**src/hdl/ikc_pkg.sv**
```systemverilog
// Shared types, constants and tap weights of the image kernel convolution block.
// No dependencies; ikc_cell, ikc_row_sum and the top module import it.
`default_nettype none

package ikc_pkg;

    localparam int MAX_WIDTH_DEF   = 1024;
    localparam int KERNEL_SIZE_DEF = 9;

    localparam int PIX_W  = 24;
    localparam int MODE_W = 2;
    localparam int FW_W   = 11;
    localparam int FH_W   = 13;
    localparam int IDX_W  = 2;
    localparam int CFG_W  = 13;
    localparam int SUM_W  = 15;
    localparam int POS_W  = 25;

    localparam logic [FW_W-1:0] WIDTH_RST  = 11'd1024;
    localparam logic [FH_W-1:0] HEIGHT_RST = 13'd768;

    localparam logic [MODE_W-1:0] MODE_NONE    = 2'd0;
    localparam logic [MODE_W-1:0] MODE_MOTION  = 2'd1;
    localparam logic [MODE_W-1:0] MODE_BLUR    = 2'd2;
    localparam logic [MODE_W-1:0] MODE_SHARPEN = 2'd3;

    localparam logic [IDX_W-1:0] REG_MODE   = 2'd0;
    localparam logic [IDX_W-1:0] REG_WIDTH  = 2'd1;
    localparam logic [IDX_W-1:0] REG_HEIGHT = 2'd2;

    // Reciprocal of 13 in 16-bit fraction, rounded up.
    localparam int RECIP_SHIFT = 16;
    localparam int RECIP_BLUR  = ((1 << RECIP_SHIFT) + 12) / 13;

    typedef logic signed [4:0] t_weight;

    function automatic t_weight tap_weight(input logic [MODE_W-1:0] mode,
                                           input int dx, input int dy);
        int      ax;
        int      ay;
        t_weight wt;
        ax = (dx < 0) ? -dx : dx;
        ay = (dy < 0) ? -dy : dy;
        case (mode)
            MODE_MOTION: begin
                wt = (dx == dy) ? 5'sd1 : 5'sd0;
            end
            MODE_BLUR: begin
                wt = (ax + ay <= 2) ? 5'sd1 : 5'sd0;
            end
            MODE_SHARPEN: begin
                if (ax > 2 || ay > 2) wt = 5'sd0;
                else if (ax == 0 && ay == 0) wt = 5'sd8;
                else if (ax <= 1 && ay <= 1) wt = 5'sd2;
                else wt = -5'sd1;
            end
            MODE_NONE: begin
                wt = (dx == 0 && dy == 0) ? 5'sd1 : 5'sd0;
            end
            default: begin
                wt = 5'sd0;
            end
        endcase
        return wt;
    endfunction

endpackage

`default_nettype wire

```
**src/hdl/ikc_cell.sv**
```systemverilog
// One window cell: a pixel register that shifts on each stepped beat.
// Depends on ikc_pkg.
`default_nettype none

module ikc_cell (
    input  wire logic                     i_clk,
    input  wire logic                     i_rst_n,
    input  wire logic                     i_en,
    input  wire logic [ikc_pkg::PIX_W-1:0] i_d,
    output logic      [ikc_pkg::PIX_W-1:0] o_q
);
    import ikc_pkg::*;

    logic [PIX_W-1:0] r_q;

    always_ff @(posedge i_clk) begin
        if (!i_rst_n) begin
            r_q <= '0;
        end else if (i_en) begin
            r_q <= i_d;
        end
    end

    assign o_q = r_q;

endmodule

`default_nettype wire

```
**config.mk**
```make
export PLATFORM = sky130hd
export DESIGN_NAME = ikc_cell
export DESIGN_NICKNAME = d
export VERILOG_FILES = /design/src/hdl/ikc_pkg.sv /design/src/hdl/ikc_cell.sv
export SDC_FILE = /design/constraint.sdc
export NUM_CORES = 1
export LEC_CHECK = 0
export BUFFER_PORTS_ARGS = -buffer_cell sky130_fd_sc_hd__buf_2
export CAP_MARGIN = 20
export CORE_MARGIN = 2
export CORE_UTILIZATION = 38
export DETAILED_ROUTE_END_ITERATION = 8
export HOLD_SLACK_MARGIN = 0.02
export PLACE_DENSITY = 0.73
export SLEW_MARGIN = 20
export SYNTH_ARGS = -nofsm -noshare
export SYNTH_HDL_FRONTEND = slang
export SYNTH_SLANG_ARGS = --single-unit
```
**constraint.sdc**
```tcl
create_clock -name i_clk -period 0.8 [get_ports i_clk]
set_clock_uncertainty 0.1 [all_clocks]
set_input_delay 0.08 -clock i_clk [delete_from_list [all_inputs] [get_ports i_clk]]
set_output_delay 0.08 -clock i_clk [all_outputs]
set_load 0.01 [all_outputs]
```
==> flow_summary_export.csv, run 1 <==
group,metric,value,unit
pwr,power.share.combinational,20.5,%
status,violations,"hold timing, setup timing",
synth,synth_cells,77,
pwr,powerDensity,1570,nW/um^2
pwr,intPower,0.00188,W
timing,hold_violations,11,
hold_path,hold_class,"in2reg",
synth,synth_edf_count,0,
synth,async_flop_share,0,%
timing,fin_ws,-159,ps
routing,vias,733,
grt,use_met3,1.98,%
pwr,switching_share,22.7,%
pwr,p_clk_share,24.7,%
cells_and_area,fin_nets,164,
grt,grt_pass1_wl,3310,microns
pwr,p_sw,0.000552,W
cts,cts_root_buffer,"clkbuf_4",
timing,drv_slew,0,
setup_path,critPathKind,"reg2out",
timing,final.period_utilization,120,%
grt,antenna_found_initial,0,
die,start_util,41.2,%
placed_design,hpwl,1310,microns
setup_path,cp-end-kind,"primary output",
routing,wl,2130,microns
setup_path,cp_max_fo,2,
timing,hold_ws,-64.8,ps
die,coreArea,2250,sq um
timing,worst_slew_pin_slew,305,ps
cells_and_area,largest_reg_flops,24,
setup_path,start_kind,"flip-flop",
setup_path,arrival,780,ps
timing,maxSlewHeadroom,79.6,%
timing,setup_viol,28,
routing,post_drt_wl_per_cell,13.0,microns
die,num_rows,17,
flow_run,drv_cap,0,
setup_path,r2r.worst_path.cells,3,
setup_path,r2r_end,"o_q[14]$_SDFFE_PN0P_",
cells_and_area,antenna_cells,0,
die,die_x,53.5,microns
cts,cts_hold_buf,13,
routing,drt_first_pass_iters,2,
setup_path,r2r-start,"o_q[14]$_SDFFE_PN0P_",
grt,grt-ovfl-total,0,
hold_path,min_to,"o_q[1]$_SDFFE_PN0P_",
cells_and_area,final_cell_area,1550,sq um
pwr,vdd_drop_max,0.00100,V
synth,yosysTopAreaCellShare,51.7,%
cells_and_area,fillCellCount,195,
grt,grt_pass1_vias,745,
grt,met2_usage,31.5,%
pwr,p_leak,0.738,nW
routing,initialDrtViolationCount,1,
cts,cts.clk_slew.worst_paths,130,ps
grt,use_met1,17.2,%
grt,grt.total_usage,16.4,%
hold_path,hp-start,"i_d[1]",
pwr,pwr-share-seq,54.7,%
grt,globalRoute.busiestLayer,"met2",
die,io_pins,51,
setup_path,timing.critical_path.buf_inv,1,
cts,cts_tree,"built",
synth,synthTopCellsByArea,"dfxtp_1, mux2i_1, nor2b_1",
placed_design,detailed_place.area,1200,sq um
setup_path,slowest_stage,"dfxtp_2",
placed_design,pre_cts_slack,-82.4,ps
synth,ys_seq_area_share,51.7,%
cells_and_area,final_util,68.8,%
synth,yosys.area.top_type,"dfxtp_1",
die,dieArea,2860,sq um
grt,grt_max_degree,25,
cts,clk_path_buf_depth,2,
setup_path,critPathTopFamily,"flip-flops",
cts,cts_sinks,24,
timing,fmax,1.04,GHz
synth,synth_warnings,0,
routing,ant_nets,0,
synth,syn_area_per_cell,12.1,sq um
setup_path,reg2reg_slack,-40,ps
synth,synthTopCellsByCount,"dfxtp_1, mux2i_1, nor2b_1, buf_12, clkbuf_1",
setup_path,critPathMaxStageDelay,370,ps
timing,fin_crit,959,ps
synth,synth-seq-cells,24,
hold_path,min_path_cells,3,
synth,dominantRegCellSynth,"dfxtp_1",
cells_and_area,drive_above_1_share,55.9,%
synth,synth_area,930,sq um
cells_and_area,finalNonFillerCells,164,
cts,cts-buffers-inserted,3,
timing,rsz0062_at_grt,"true",
setup_path,crit_required,620,ps
cells_and_area,syn_to_final_growth,66.9,%
die,die_h,53.5,microns
cts,h-tree-depth,1,
cts,clkLatencyLatePin,290,ps
setup_path,cp_cell_sequence,"buf_6",
placed_design,post-place-cells,152,
synth,synth.distinct_cells,6,
synth,synth_nets,104,
routing,drcViolationCount,0,
placed_design,port_buffers,50,
placed_design,finalWeightedCongestion,0.637,
routing,viasPerCell,4.47,
status,status,"finished, violations left",
## stage by stage
stage / TNS [ps] / hold slack, ps / total power, W
after floorplan: 0 / 108 / 0.00154
after global placement: -749 / 238 / 0.00168
after detailed placement: -1280 / 243 / 0.00169
after CTS: -3520 / -68.8 / 0.00245
after global routing: -4400 / -51.7 / 0.00255
final: -3370 / -64.8 / 0.00244
## layout by cell type, fill, tap and decap left out
cell,count
mux2i_1,23
dfxtp_2,24
nor2b_1,24
buf_2,17
mux2i_2,1
clkbuf_4,3
clkbuf_8,1
buf_6,28
dlygate4sd3_1,11
buf_12,2
dlymetal6s4s_1,2
## timing repair
item,in CTS,in global routing
endpoints found under the setup margin,24,38
cloned,0,0
gates resized for setup,48,7
endpoints found under the hold margin,24,11
buffers inserted,0,4
## how the worst max path moves through the flow
stage,startpoint,endpoint,slack [ps],cells after the start
after floorplan,i_en,o_q[10]$_SDFFE_PN0P_,30,4
after global routing,o_q[4]$_SDFFE_PN0P_,o_q[4],-190,1
after global placement,i_en,o_q[23]$_SDFFE_PN0P_,-40,4
after detailed placement,i_en,o_q[12]$_SDFFE_PN0P_,-80,4
after CTS,o_q[14]$_SDFFE_PN0P_,o_q[14],-150,1
final,o_q[8]$_SDFFE_PN0P_,o_q[8],-160,1
## tightest hold or removal path: stages
cell     delay (ps)
buf_2            70
mux2i_1          60
nor2b_1         100
## power groups by stage
stage	combinational, W	clock (W)	sequential, W
after floorplan	0.000176	0	0.00136
after global placement	0.000354	0	0.00132
after detailed placement	0.000361	0	0.00133
after CTS	0.000487	0.000628	0.00133
after global routing	0.000543	0.000666	0.00134
final	0.000500	0.000602	0.00133
## area by class of cell
class / count / area, sq um / area share (%)
clock buffer: 4 / 36.3 / 2.34
multi-input combinational: 48 / 394 / 25.4
tap: 28 / 35.0 / 2.26
sequential: 24 / 510 / 32.9
timing repair buffer: 60 / 576 / 37.1
## per-layer routing
layer / share of wire, % / vias up / routed length (microns)
met3: 3.6 / 2 / 77
met2: 59 / 20 / 1250
li1: - / 370 / -
met4: 1.3 / 0 / 27
met5: 0 / - / 0
met1: 36 / 341 / 771
## logic make-up after synthesis
kind of cell,after synthesis,share of synthesized area (%)
buffers and inverters,5,6.33
muxes,24,25.8
DFF,24,51.7
and+or+nand+nor,24,16.2
Power figures use the tool's default switching activity.
==> inputs of run 2 (changes only) <==
- CORE_UTILIZATION: 38 -> 42
- PLACE_DENSITY: 0.73 -> 0.76
- clock period: 0.8 -> 0.9 ns (I/O delays scaled with it)
==> flow_summary_export.csv, run 2 (synthesis gave the netlist of run 1 again) <==
group,metric,value,unit
status,status,"finished, violations left",
status,violations,"setup timing",
placed_design,finalWeightedCongestion,0.623,
die,dieArea,2610,sq um
die,die_h,51.0,microns
cells_and_area,final_cell_area,1710,sq um
timing,fmax,1.03,GHz
grt,grt-ovfl-total,0,
cts,h-tree-depth,1,
cells_and_area,fin_nets,185,
setup_path,critPathMaxStageDelay,370,ps
timing,drv_slew,0,
grt,grt_pass1_vias,823,
die,coreArea,2150,sq um
timing,worst_slew_pin_slew,329,ps
setup_path,arrival,780,ps
routing,wl,2360,microns
timing,setup-tns-final,-1370,ps
die,start_util,43.3,%
timing,final.period_utilization,108,%
setup_path,cp-end-kind,"primary output",
cells_and_area,largest_reg_flops,24,
cts,clk_path_buf_depth,2,
routing,drcViolationCount,0,
pwr,p_sw,0.000527,W
placed_design,detailed_place.area,1200,sq um
grt,grt.total_usage,19.1,%
cells_and_area,regArea,510,sq um
setup_path,crit_required,710,ps
timing,rsz0062_at_grt,"true",
timing,maxSlewHeadroom,78.1,%
pwr,powerDensity,1320,nW/um^2
placed_design,hpwl,1230,microns
placed_design,port_buffers,50,
cells_and_area,mostFrequentLayoutCells,"buf_6, buf_2, nor2b_1, dlygate4sd3_1, dfxtp_2",
cells_and_area,final_util,79.4,%
pwr,p_leak,0.806,nW
timing,fin_crit,972,ps
cts,cts_root_buffer,"clkbuf_4",
setup_path,cp_cell_sequence,"buf_6",
pwr,p_clk_share,24.8,%
routing,post_drt_wl_per_cell,12.8,microns
setup_path,start_kind,"flip-flop",
cells_and_area,fillCellCount,139,
cells_and_area,drive_above_1_share,54.8,%
cts,clkLatencyLatePin,300,ps
flow_run,drv_cap,0,
die,die_x,51.0,microns
setup_path,critPathKind,"reg2out",
cts,cts-buffers-inserted,3,
pwr,pwr-share-seq,52.8,%
timing,setup_viol,24,
die,io_pins,51,
pwr,switching_share,23.5,%
setup_path,timing.critical_path.buf_inv,1,
routing,initialDrtViolationCount,4,
timing,fin_ws,-72.1,ps
cells_and_area,syn_to_final_growth,83.4,%
setup_path,slowest_stage,"dfxtp_2",
die,num_rows,17,
routing,viasPerCell,4.45,
pwr,vdd_drop_max,0.00111,V
routing,drt_first_pass_iters,4,
grt,grt_max_degree,25,
grt,grt_pass1_wl,3680,microns
cts,cts_sinks,24,
cells_and_area,final_common_cell,"buf_6",
cts,cts_tree,"built",
setup_path,critPathTopFamily,"flip-flops",
cts,cts.clk_slew.worst_paths,130,ps
timing,hold_violations,0,
routing,ant_nets,0,
pwr,intPower,0.00172,W
grt,antenna_found_initial,0,
hold_path,hold_class,"in2reg",
cells_and_area,multi_input_area,394,sq um
routing,vias,823,
pwr,power.share.combinational,22.5,%
cells_and_area,antenna_cells,0,
setup_path,cp_max_fo,2,
run 2: path summary, 6_finish.rpt:
kind | startpoint | endpoint | slack (ps) | cells after the start
worst max-delay path | o_q[23]$_SDFFE_PN0P_ | o_q[23] | -70 | 1
worst min-delay path | i_rst_n | o_q[6]$_SDFFE_PN0P_ | 90 | 2
worst max register to register | o_q[19]$_SDFFE_PN0P_ | o_q[19]$_SDFFE_PN0P_ | 40 | 3
worst min register to register | o_q[7]$_SDFFE_PN0P_ | o_q[7]$_SDFFE_PN0P_ | 430 | 2
run 2: area by class of cell:
| type | instances | area share [%] |
|---|---|---|
| Timing Repair Buffer | 81 | 42.8 |
| Multi-Input combinational cell | 48 | 23.1 |
| Tap cell | 28 | 2.05 |
| Sequential cell | 24 | 29.9 |
| Clock buffer | 4 | 2.13 |
run 2: per-stage QoR:
step	power [W]	worst slack [ps]	hold WS (ps)	instances
after floorplan	0.00137	122	118	77
after global placement	0.00149	46.7	245	152
after detailed placement	0.00150	7.74	257	152
after CTS	0.00223	-73.2	74.2	182
after global routing	0.00237	-114	83.0	185
final	0.00225	-72.1	91.3	185
run 2: what timing repair did:
| action | 4_1_cts | 5_1_grt |
|---|---|---|
| endpoints found under the hold margin | 24 | 0 |
| hold buffers | 24 | 0 |
| setup buffers | 2 | 3 |
| endpoints found under the setup margin | 24 | 25 |
| pin swaps | 0 | 0 |
| resized for setup | 48 | 4 |
run 2: power groups by stage:
stage	combinational, W	sequential [W]	clock, W
detailed placement	0.000320	0.00118	0
CTS	0.000478	0.00118	0.000573
global placement	0.000313	0.00118	0
finish	0.000505	0.00118	0.000556
global route	0.000541	0.00119	0.000634
floorplan	0.000157	0.00121	0
run 2: per-layer routing:
metal | up-vias | global-route usage [%] | wire [microns]
li1 | 416 | - | -
met1 | 383 | 22.6 | 967
met2 | 22 | 34.8 | 1310
met3 | 2 | 1.75 | 66
met4 | 0 | 8.11 | 19
met5 | - | 0 | 0
