File: src/hdl/ikc_pkg.sv
// Shared types, constants and tap weights of the image kernel convolution block.
// No dependencies; ikc_cell, ikc_row_sum and the top module import it.
`default_nettype none

package ikc_pkg;

    localparam int MAX_WIDTH_DEF   = 1024;
    localparam int KERNEL_SIZE_DEF = 9;

    localparam int PIX_W  = 24;
    localparam int MODE_W = 2;
    localparam int FW_W   = 11;
    localparam int FH_W   = 13;
    localparam int IDX_W  = 2;
    localparam int CFG_W  = 13;
    localparam int SUM_W  = 15;
    localparam int POS_W  = 25;

    localparam logic [FW_W-1:0] WIDTH_RST  = 11'd1024;
    localparam logic [FH_W-1:0] HEIGHT_RST = 13'd768;

    localparam logic [MODE_W-1:0] MODE_NONE    = 2'd0;
    localparam logic [MODE_W-1:0] MODE_MOTION  = 2'd1;
    localparam logic [MODE_W-1:0] MODE_BLUR    = 2'd2;
    localparam logic [MODE_W-1:0] MODE_SHARPEN = 2'd3;

    localparam logic [IDX_W-1:0] REG_MODE   = 2'd0;
    localparam logic [IDX_W-1:0] REG_WIDTH  = 2'd1;
    localparam logic [IDX_W-1:0] REG_HEIGHT = 2'd2;

    // Reciprocal of 13 in 16-bit fraction, rounded up.
    localparam int RECIP_SHIFT = 16;
    localparam int RECIP_BLUR  = ((1 << RECIP_SHIFT) + 12) / 13;

    typedef logic signed [4:0] t_weight;

    function automatic t_weight tap_weight(input logic [MODE_W-1:0] mode,
                                           input int dx, input int dy);
        int      ax;
        int      ay;
        t_weight wt;
        ax = (dx < 0) ? -dx : dx;
        ay = (dy < 0) ? -dy : dy;
        case (mode)
            MODE_MOTION: begin
                wt = (dx == dy) ? 5'sd1 : 5'sd0;
            end
            MODE_BLUR: begin
                wt = (ax + ay <= 2) ? 5'sd1 : 5'sd0;
            end
            MODE_SHARPEN: begin
                if (ax > 2 || ay > 2) wt = 5'sd0;
                else if (ax == 0 && ay == 0) wt = 5'sd8;
                else if (ax <= 1 && ay <= 1) wt = 5'sd2;
                else wt = -5'sd1;
            end
            MODE_NONE: begin
                wt = (dx == 0 && dy == 0) ? 5'sd1 : 5'sd0;
            end
            default: begin
                wt = 5'sd0;
            end
        endcase
        return wt;
    endfunction

endpackage

`default_nettype wire

File: src/hdl/ikc_row_sum.sv
// Weighted sum of one window row, per color channel, registered.
// Depends on ikc_pkg.
`default_nettype none

module ikc_row_sum #(
    parameter int KERNEL_SIZE = ikc_pkg::KERNEL_SIZE_DEF,
    parameter int ROW         = 0
) (
    input  wire logic                             i_clk,
    input  wire logic                             i_en,
    input  wire logic [ikc_pkg::MODE_W-1:0]       i_mode,
    input  wire logic [ikc_pkg::PIX_W-1:0]        i_pix [KERNEL_SIZE],
    input  wire logic [KERNEL_SIZE-1:0]           i_col_ok,
    input  wire logic                             i_row_ok,
    output logic signed [ikc_pkg::SUM_W-1:0]      o_sum [3]
);
    import ikc_pkg::*;

    localparam int HALF = KERNEL_SIZE / 2;

    logic signed [SUM_W-1:0] n_sum [3];
    logic signed [SUM_W-1:0] r_sum [3];

    always_comb begin
        t_weight                 wt;
        logic signed [SUM_W-1:0] chv;
        for (int c = 0; c < 3; c++) begin
            n_sum[c] = '0;
        end
        for (int j = 0; j < KERNEL_SIZE; j++) begin
            wt = tap_weight(i_mode, HALF - j, HALF - ROW);
            for (int c = 0; c < 3; c++) begin
                chv = SUM_W'($signed({1'b0, i_pix[j][PIX_W-1-8*c -: 8]}));
                if (i_row_ok && i_col_ok[j]) begin
                    n_sum[c] = n_sum[c] + SUM_W'(wt) * chv;
                end
            end
        end
    end

    always_ff @(posedge i_clk) begin
        if (i_en) begin
            r_sum <= n_sum;
        end
    end

    assign o_sum = r_sum;

endmodule

`default_nettype wire

File: config.mk
export PLATFORM = sky130hd
export DESIGN_NAME = ikc_row_sum
export DESIGN_NICKNAME = d
export VERILOG_FILES = /design/src/hdl/ikc_pkg.sv /design/src/hdl/ikc_row_sum.sv
export SDC_FILE = /design/constraint.sdc
export NUM_CORES = 1
export LEC_CHECK = 0
export ABC_AREA = 1
export BUFFER_PORTS_ARGS = -buffer_cell sky130_fd_sc_hd__buf_2
export CORE_AREA = 2 2 108 110
export DETAILED_ROUTE_END_ITERATION = 6
export DIE_AREA = 0 0 110 112
export HOLD_SLACK_MARGIN = 0.15
export PLACE_DENSITY = 0.45
export SYNTH_ARGS = -nofsm -noshare
export SYNTH_HDL_FRONTEND = slang
export SYNTH_SLANG_ARGS = --single-unit
File: constraint.sdc
create_clock -name i_clk -period 1.8 [get_ports i_clk]
set_clock_uncertainty 0.05 [all_clocks]
set_input_delay 0.54 -clock i_clk [delete_from_list [all_inputs] [get_ports i_clk]]
set_output_delay 0.54 -clock i_clk [all_outputs]
set_load 0.02 [all_outputs]
==> key figures, run 1 <==
Pwr
  • Peak supply drop: 0.3018 mV
  • Switch Pwr: 0.3737 mW
  • Seq pwr share: 0.475
  • Logic pwr share: 0.169
  • Clock network power share: 0.356
  • Power per cell area: 806.5 mW/mm^2
  • Cell Int Power: around 1.0 mW
  • Switching share of power: 0.2705
  • Leakage power: around 0.64 nW
  • Tot Pwr: 1.381 mW

CTS
  • CTS Sinks: 24
  • Post-CTS Repair Setup Buffers: 0
  • Reg clk slew, reported paths: roughly 0.070 ns
  • CTS tree: yes
  • Htree depth: 1
  • CTS Buf Count: 3
  • CTS max path bufs: 2
  • Post-CTS sizing: 0
  • Hold_buf cts: 0
  • CTS Root Cell: clkbuf_16

Die
  • Die height: 112 um
  • Initial Util: 0.1172
  • Die area: 0.01232 mm^2
  • Die Span X: 110 um
  • I/O pin count: ~280
  • Core area: 0.01117 mm^2
  • Cell Rows: 39

Drt
  • Post-DRT Antenna Nets: 0
  • Vias/cell: roughly 3
  • Number of remaining DRC errors: 0
  • Initial DRC count: 43
  • Drt total wl: 3651 um
  • Avg WL per Cell: 12.25 um
  • DRT Pass-1 Iters: 3
  • Vias: slightly below 900

STA
  • Period Utilization, post-route: 0.7798
  • Finish-stage setup viols: 0
  • Fin Hold WS: around 0.54 ns
  • Worst slew margin: 0.5297
  • Final hold violations: 0
  • Clock period minus worst slack: 1.404 ns
  • Worst-margin pin slew: 0.7054 ns
  • RSZ-0062 raised after global routing: no
  • PnR worst setup slack: 0.3964 ns
  • Slew Limit Fails: 0
  • Setup_tns: 0 ns
  • Fmax: 0.7125 GHz

Synthesis
  • Post-synthesis sequential area ratio: 0.5501
  • Syn avg cell area: around 13 um^2
  • Yosys reg bits: 24
  • Synth unique cells: 10
  • Synth warn: 0
  • Mapped Cells: ~100
  • Synthesized area: about 0.0013 mm^2

Outcome
  • Outcome: complete, no violations

Worst setup path
  • Crit path arrival time: 0.81 ns
  • Crit path largest cell delay: around 0.38 ns
  • Critical-path cell list: buf_2
  • Dominant delay contributor by cell family on the critical path: flip-flops
  • Critical Path Fanout Max: 1
  • Worst EP required: 1.21 ns
  • Setup crit end kind: output port
  • Worst path slowest cell: edfxtp_1
  • WS Path Type: reg2out
  • Buf/Inv on CP: 1
  • Worst Setup Start Kind: flop

Final layout
  • Non-Filler Instances: 298
  • Area Growth Syn to Fin: 30.75%
  • Filler cells: 1236
  • # diodes: 0
  • Most common cell after layout, fill and taps aside: buf_2
  • Max reg flops: 24
  • Design Area, Final: 0.001713 mm^2
  • Commonest cells after routing, fill and taps aside: 53 x buf_2, 24 x edfxtp_1, 21 x conb_1, 20 x nand3_2, 20 x nor2_2
  • Layout cell share with drive strength beyond 1: 0.6387
  • Finished Core Util: 0.1533
  • NumNets Final: 386

Placed design
  • Inst Count DP: 294
  • Hpwl dp: 2784 um
  • Placer Congestion: 0.6438
  • # port buffers: 53
  • DP Area: 0.001634 mm^2
  • Pre-CTS setup slack: between 0.09 and 0.1 ns

Job
  • Max-Cap Viols: 0

Global route
  • Initial antenna violation count: 0
  • Grt total ovfl: 0
  • Vias in the first global route: 887
  • Total GRT Usage: 0.06028
  • Global-route wire length before repair: 5250 um
  • Largest net degree at the start of global routing: 25

Worst hold path
  • Hold crit path type: in2reg
[synthesized netlist by cell type, drive strengths merged]
master / instances / area share
nor2: 24 / 0.11
buf: 27 / 0.17
edfxtp: 24 / 0.55
nand2: 1 / 0.0029
conb: 1 / 0.0029
nand3: 24 / 0.17
inv: 1 / 0.0029
[cell type report]
type                       instances  area, um^2  area share
inverter                           1       3.754    0.002191
clock inverter                     1       3.754    0.002191
tap                              143       178.9      0.1045
multi-input combinational         70       442.9      0.2586
timing repair buffer              56       287.8      0.1680
sequential                        24       720.7      0.4207
clock buffer                       3       75.07     0.04383
[power groups by stage]
| stage | clock [mW] | combinational, mW | sequential [mW] |
|---|---|---|---|
| after floorplan | 0 | 0.135 | 0.714 |
| after global placement | 0 | 0.241 | 0.667 |
| after CTS | 0.517 | 0.240 | 0.657 |
| final | 0.491 | 0.234 | 0.656 |
| after detailed placement | 0 | 0.240 | 0.668 |
| after global routing | 0.526 | 0.254 | 0.659 |
[kinds of logic after synthesis]
kind of cell / synth area share
buf+inv: 0.1691
flops: 0.5501
simple gates: 0.2779
other cells: 0.002863
[final timing paths]
check                       from   endpoint  slack [ns]  depth (start not counted)
worst max-delay path   o_sum[35]  o_sum[35]        0.40                          1
worst min-delay path  i_pix[195]   o_sum[3]        0.54                          3
[layer usage]
metal / GRT usage / vias up / share of wire / wire, um
met1: 0.08187 / 405 / 0.47 / 1713
met2: 0.07975 / 54 / 0.38 / 1401
met4: 0.02532 / 0 / 0.016 / 57
li1: - / 410 / - / -
met5: 0 / - / 0 / 0
met3: 0.02986 / 2 / 0.13 / 478
Note: power is estimated with default switching activity, not from simulation.
==> run 2, diff against run 1 <==
--- a/config.mk
+++ b/config.mk
@@ -7,11 +7,11 @@
 export LEC_CHECK = 0
 export ABC_AREA = 1
 export BUFFER_PORTS_ARGS = -buffer_cell sky130_fd_sc_hd__buf_2
-export CORE_AREA = 2 2 108 110
+export CORE_AREA = 2 2 106 108
 export DETAILED_ROUTE_END_ITERATION = 6
-export DIE_AREA = 0 0 110 112
+export DIE_AREA = 0 0 108 110
 export HOLD_SLACK_MARGIN = 0.15
-export PLACE_DENSITY = 0.45
+export PLACE_DENSITY = 0.47
 export SYNTH_ARGS = -nofsm -noshare
 export SYNTH_HDL_FRONTEND = slang
 export SYNTH_SLANG_ARGS = --single-unit
==> constraint.sdc (replaced) <==
create_clock -name i_clk -period 1.4 [get_ports i_clk]
set_clock_uncertainty 0.05 [all_clocks]
set_input_delay 0.42 -clock i_clk [delete_from_list [all_inputs] [get_ports i_clk]]
set_output_delay 0.42 -clock i_clk [all_outputs]
set_load 0.02 [all_outputs]
==> run 2 against run 1 <==
Net effect: flip-flop and latch count stayed put; clock power is 13% lower; via count is 2.2% higher; sequential share of layout area stayed put; die area is 3.6% lower; sequential power is 28% higher; hold slack worse by 0.13 ns; utilization is 0.68 points higher; final area stayed put; cell count stayed put; global-route usage is 0.74 points higher; first-iteration DRC count is 14% higher; critical endpoint is now o_sum[34].
==> key figures, run 2 (synthesis gave the netlist of run 1 again) <==
Final layout
  • Layout cell share with drive strength beyond 1: 0.6410 (+0.002316)
  • Filler cells: 1219 (-1.4%)
  • NumNets Final: 387 (+0.26%)
  • Design Area, Final: 0.001713 mm^2 (unchanged)
  • Commonest cells after routing, fill and taps aside: 53 x buf_2, 24 x edfxtp_1, 21 x conb_1, 20 x nand3_2, 20 x nor2_2
  • Non-Filler Instances: 298 (unchanged)
  • Max reg flops: 24 (unchanged)
  • Most common cell after layout, fill and taps aside: buf_2
  • Area Growth Syn to Fin: 30.75% (unchanged)

Die
  • Die area: 0.01188 mm^2 (-3.6%)
  • Initial Util: 0.1225 (+0.005224)
  • Core area: 0.01070 mm^2 (-4.3%)
  • Cell Rows: 38 (-2.6%)
  • Die height: 110 um (-1.8%)
  • Die Span X: 108 um (-1.8%)
  • I/O pin count: 275 (unchanged)

Worst setup path
  • Critical Path Fanout Max: 1 (unchanged)
  • Crit path largest cell delay: 0.39 ns (about the same)
  • Crit path arrival time: 0.83 ns (+0.02 ns)
  • Buf/Inv on CP: 1 (unchanged)
  • Dominant delay contributor by cell family on the critical path: flip-flops
  • Worst setup startpoint: o_sum[34]
  • CP endpoint: o_sum[34]
  • Worst EP required: 0.93 ns (-0.28 ns)
  • Critical-path cell list: buf_2
  • Worst Setup Start Kind: flop
  • Worst path slowest cell: edfxtp_1
  • Cell count along the critical path: 1 (unchanged)
  • WS Path Type: reg2out
  • Setup crit end kind: output port

STA
  • Worst-margin pin slew: 0.6784 ns (-0.02701 ns)
  • Clock period minus worst slack: 1.302 ns
  • RSZ-0062 raised after global routing: no
  • Worst slew margin: 0.5477 (+0.01801)
  • PnR worst setup slack: 0.09773 ns (-0.2987 ns)
  • Setup_tns: 0 ns (unchanged)
  • Fmax: 0.7679 GHz
  • Final hold violations: 0 (unchanged)
  • Period Utilization, post-route: 0.9302
  • Finish-stage setup viols: 0 (unchanged)
  • Slew Limit Fails: 0 (unchanged)

CTS
  • Post-CTS Repair Setup Buffers: 0 (unchanged)
  • CTS max path bufs: 2 (unchanged)
  • Hold_buf cts: 0 (unchanged)
  • Htree depth: 1 (unchanged)
  • CTS Sinks: 24 (unchanged)
  • Reg clk slew, reported paths: 0.09 ns (+0.02 ns)
  • CTS Root Cell: clkbuf_8
  • Post-CTS sizing: 0 (unchanged)
  • CTS tree: yes
  • CTS Buf Count: 3 (unchanged)

Pwr
  • Leakage power: 0.6396 nW (about the same)
  • Peak supply drop: 0.2612 mV (-13%)
  • Power per cell area: 924.4 mW/mm^2 (+15%)
  • Tot Pwr: 1.583 mW (+15%)

Global route
  • Global-route wire length before repair: 5623 um (+7.1%)
  • Vias in the first global route: 869 (-2.0%)
  • Grt total ovfl: 0 (unchanged)
  • Total GRT Usage: 0.06771 (+0.007426)
  • Initial antenna violation count: 0 (unchanged)
  • Largest net degree at the start of global routing: 25 (unchanged)

Drt
  • Post-DRT Antenna Nets: 0 (unchanged)
  • Number of remaining DRC errors: 0 (unchanged)
  • Vias: 890 (+2.2%)
  • Avg WL per Cell: 13.12 um (+7.1%)
  • Vias/cell: 2.987 (+2.2%)
  • Drt total wl: 3911 um (+7.1%)
  • DRT Pass-1 Iters: 4 (+1)
  • Initial DRC count: 49 (+14%)

Placed design
  • Inst Count DP: 292 (-0.68%)
  • Pre-CTS setup slack: -0.1248 ns (-0.2188 ns)
  • DP Area: 0.001663 mm^2 (+1.8%)
  • Hpwl dp: 2965 um (+6.5%)
  • # port buffers: 53 (unchanged)
  • Placer Congestion: 0.6444 (about the same)

Job
  • Max-Cap Viols: 0 (unchanged)

Outcome
  • Outcome: complete, no violations

Worst hold path
  • Hold crit path type: in2reg
-- run 2: cell count changes in the layout (fill, tap and decap cells not counted), sizes merged --
cell,previous run,this run
diode,0,2
buf,56,57
-- run 2: how the worst min path moves through the flow --
stage                    start   endpoint  cells past startpoint
CTS                 i_pix[212]  o_sum[34]                      3
finish              i_pix[213]  o_sum[35]                      3
global placement    i_pix[200]  o_sum[15]                      3
floorplan                 i_en   o_sum[0]                      0
detailed placement  i_pix[196]   o_sum[4]                      3
global route        i_pix[197]   o_sum[5]                      3
-- run 2: stage by stage --
stage	hold slack (ns)	utilization
6_report	0.4110	0.1601
5_1_grt	0.4101	0.1596
4_1_cts	0.4007	0.1596
3_5_place_dp	0.6928	0.1554
3_3_place_gp	0.6840	0.1554
2_1_floorplan	0.4825	-
-- run 2: cell type report --
| class | instances | area (um^2) | area share |
|---|---|---|---|
| Clock inverter | 1 | 3.754 | 0.002191 |
| Multi-Input combinational cell | 70 | 442.9 | 0.2586 |
| Inverter | 1 | 3.754 | 0.002191 |
| Antenna cell | 2 | 5.005 | 0.002922 |
| Timing Repair Buffer | 57 | 320.3 | 0.1870 |
| Sequential cell | 24 | 720.7 | 0.4207 |
| Tap cell | 140 | 175.2 | 0.1023 |
| Clock buffer | 3 | 41.29 | 0.02411 |
-- run 2: where the power goes --
part           internal, mW  switching, mW
sequential            0.832         0.0106
combinational        0.0906          0.222
clock                 0.196          0.232
-- run 2: layer usage --
metal | global-route usage | vias up | wire length, um
met5 | 0 | - | 0
met3 | 0.02175 | 2 | 384
met4 | 0.03022 | 0 | 59
met2 | 0.08221 | 55 | 1369
li1 | - | 415 | -
met1 | 0.1044 | 418 | 2098
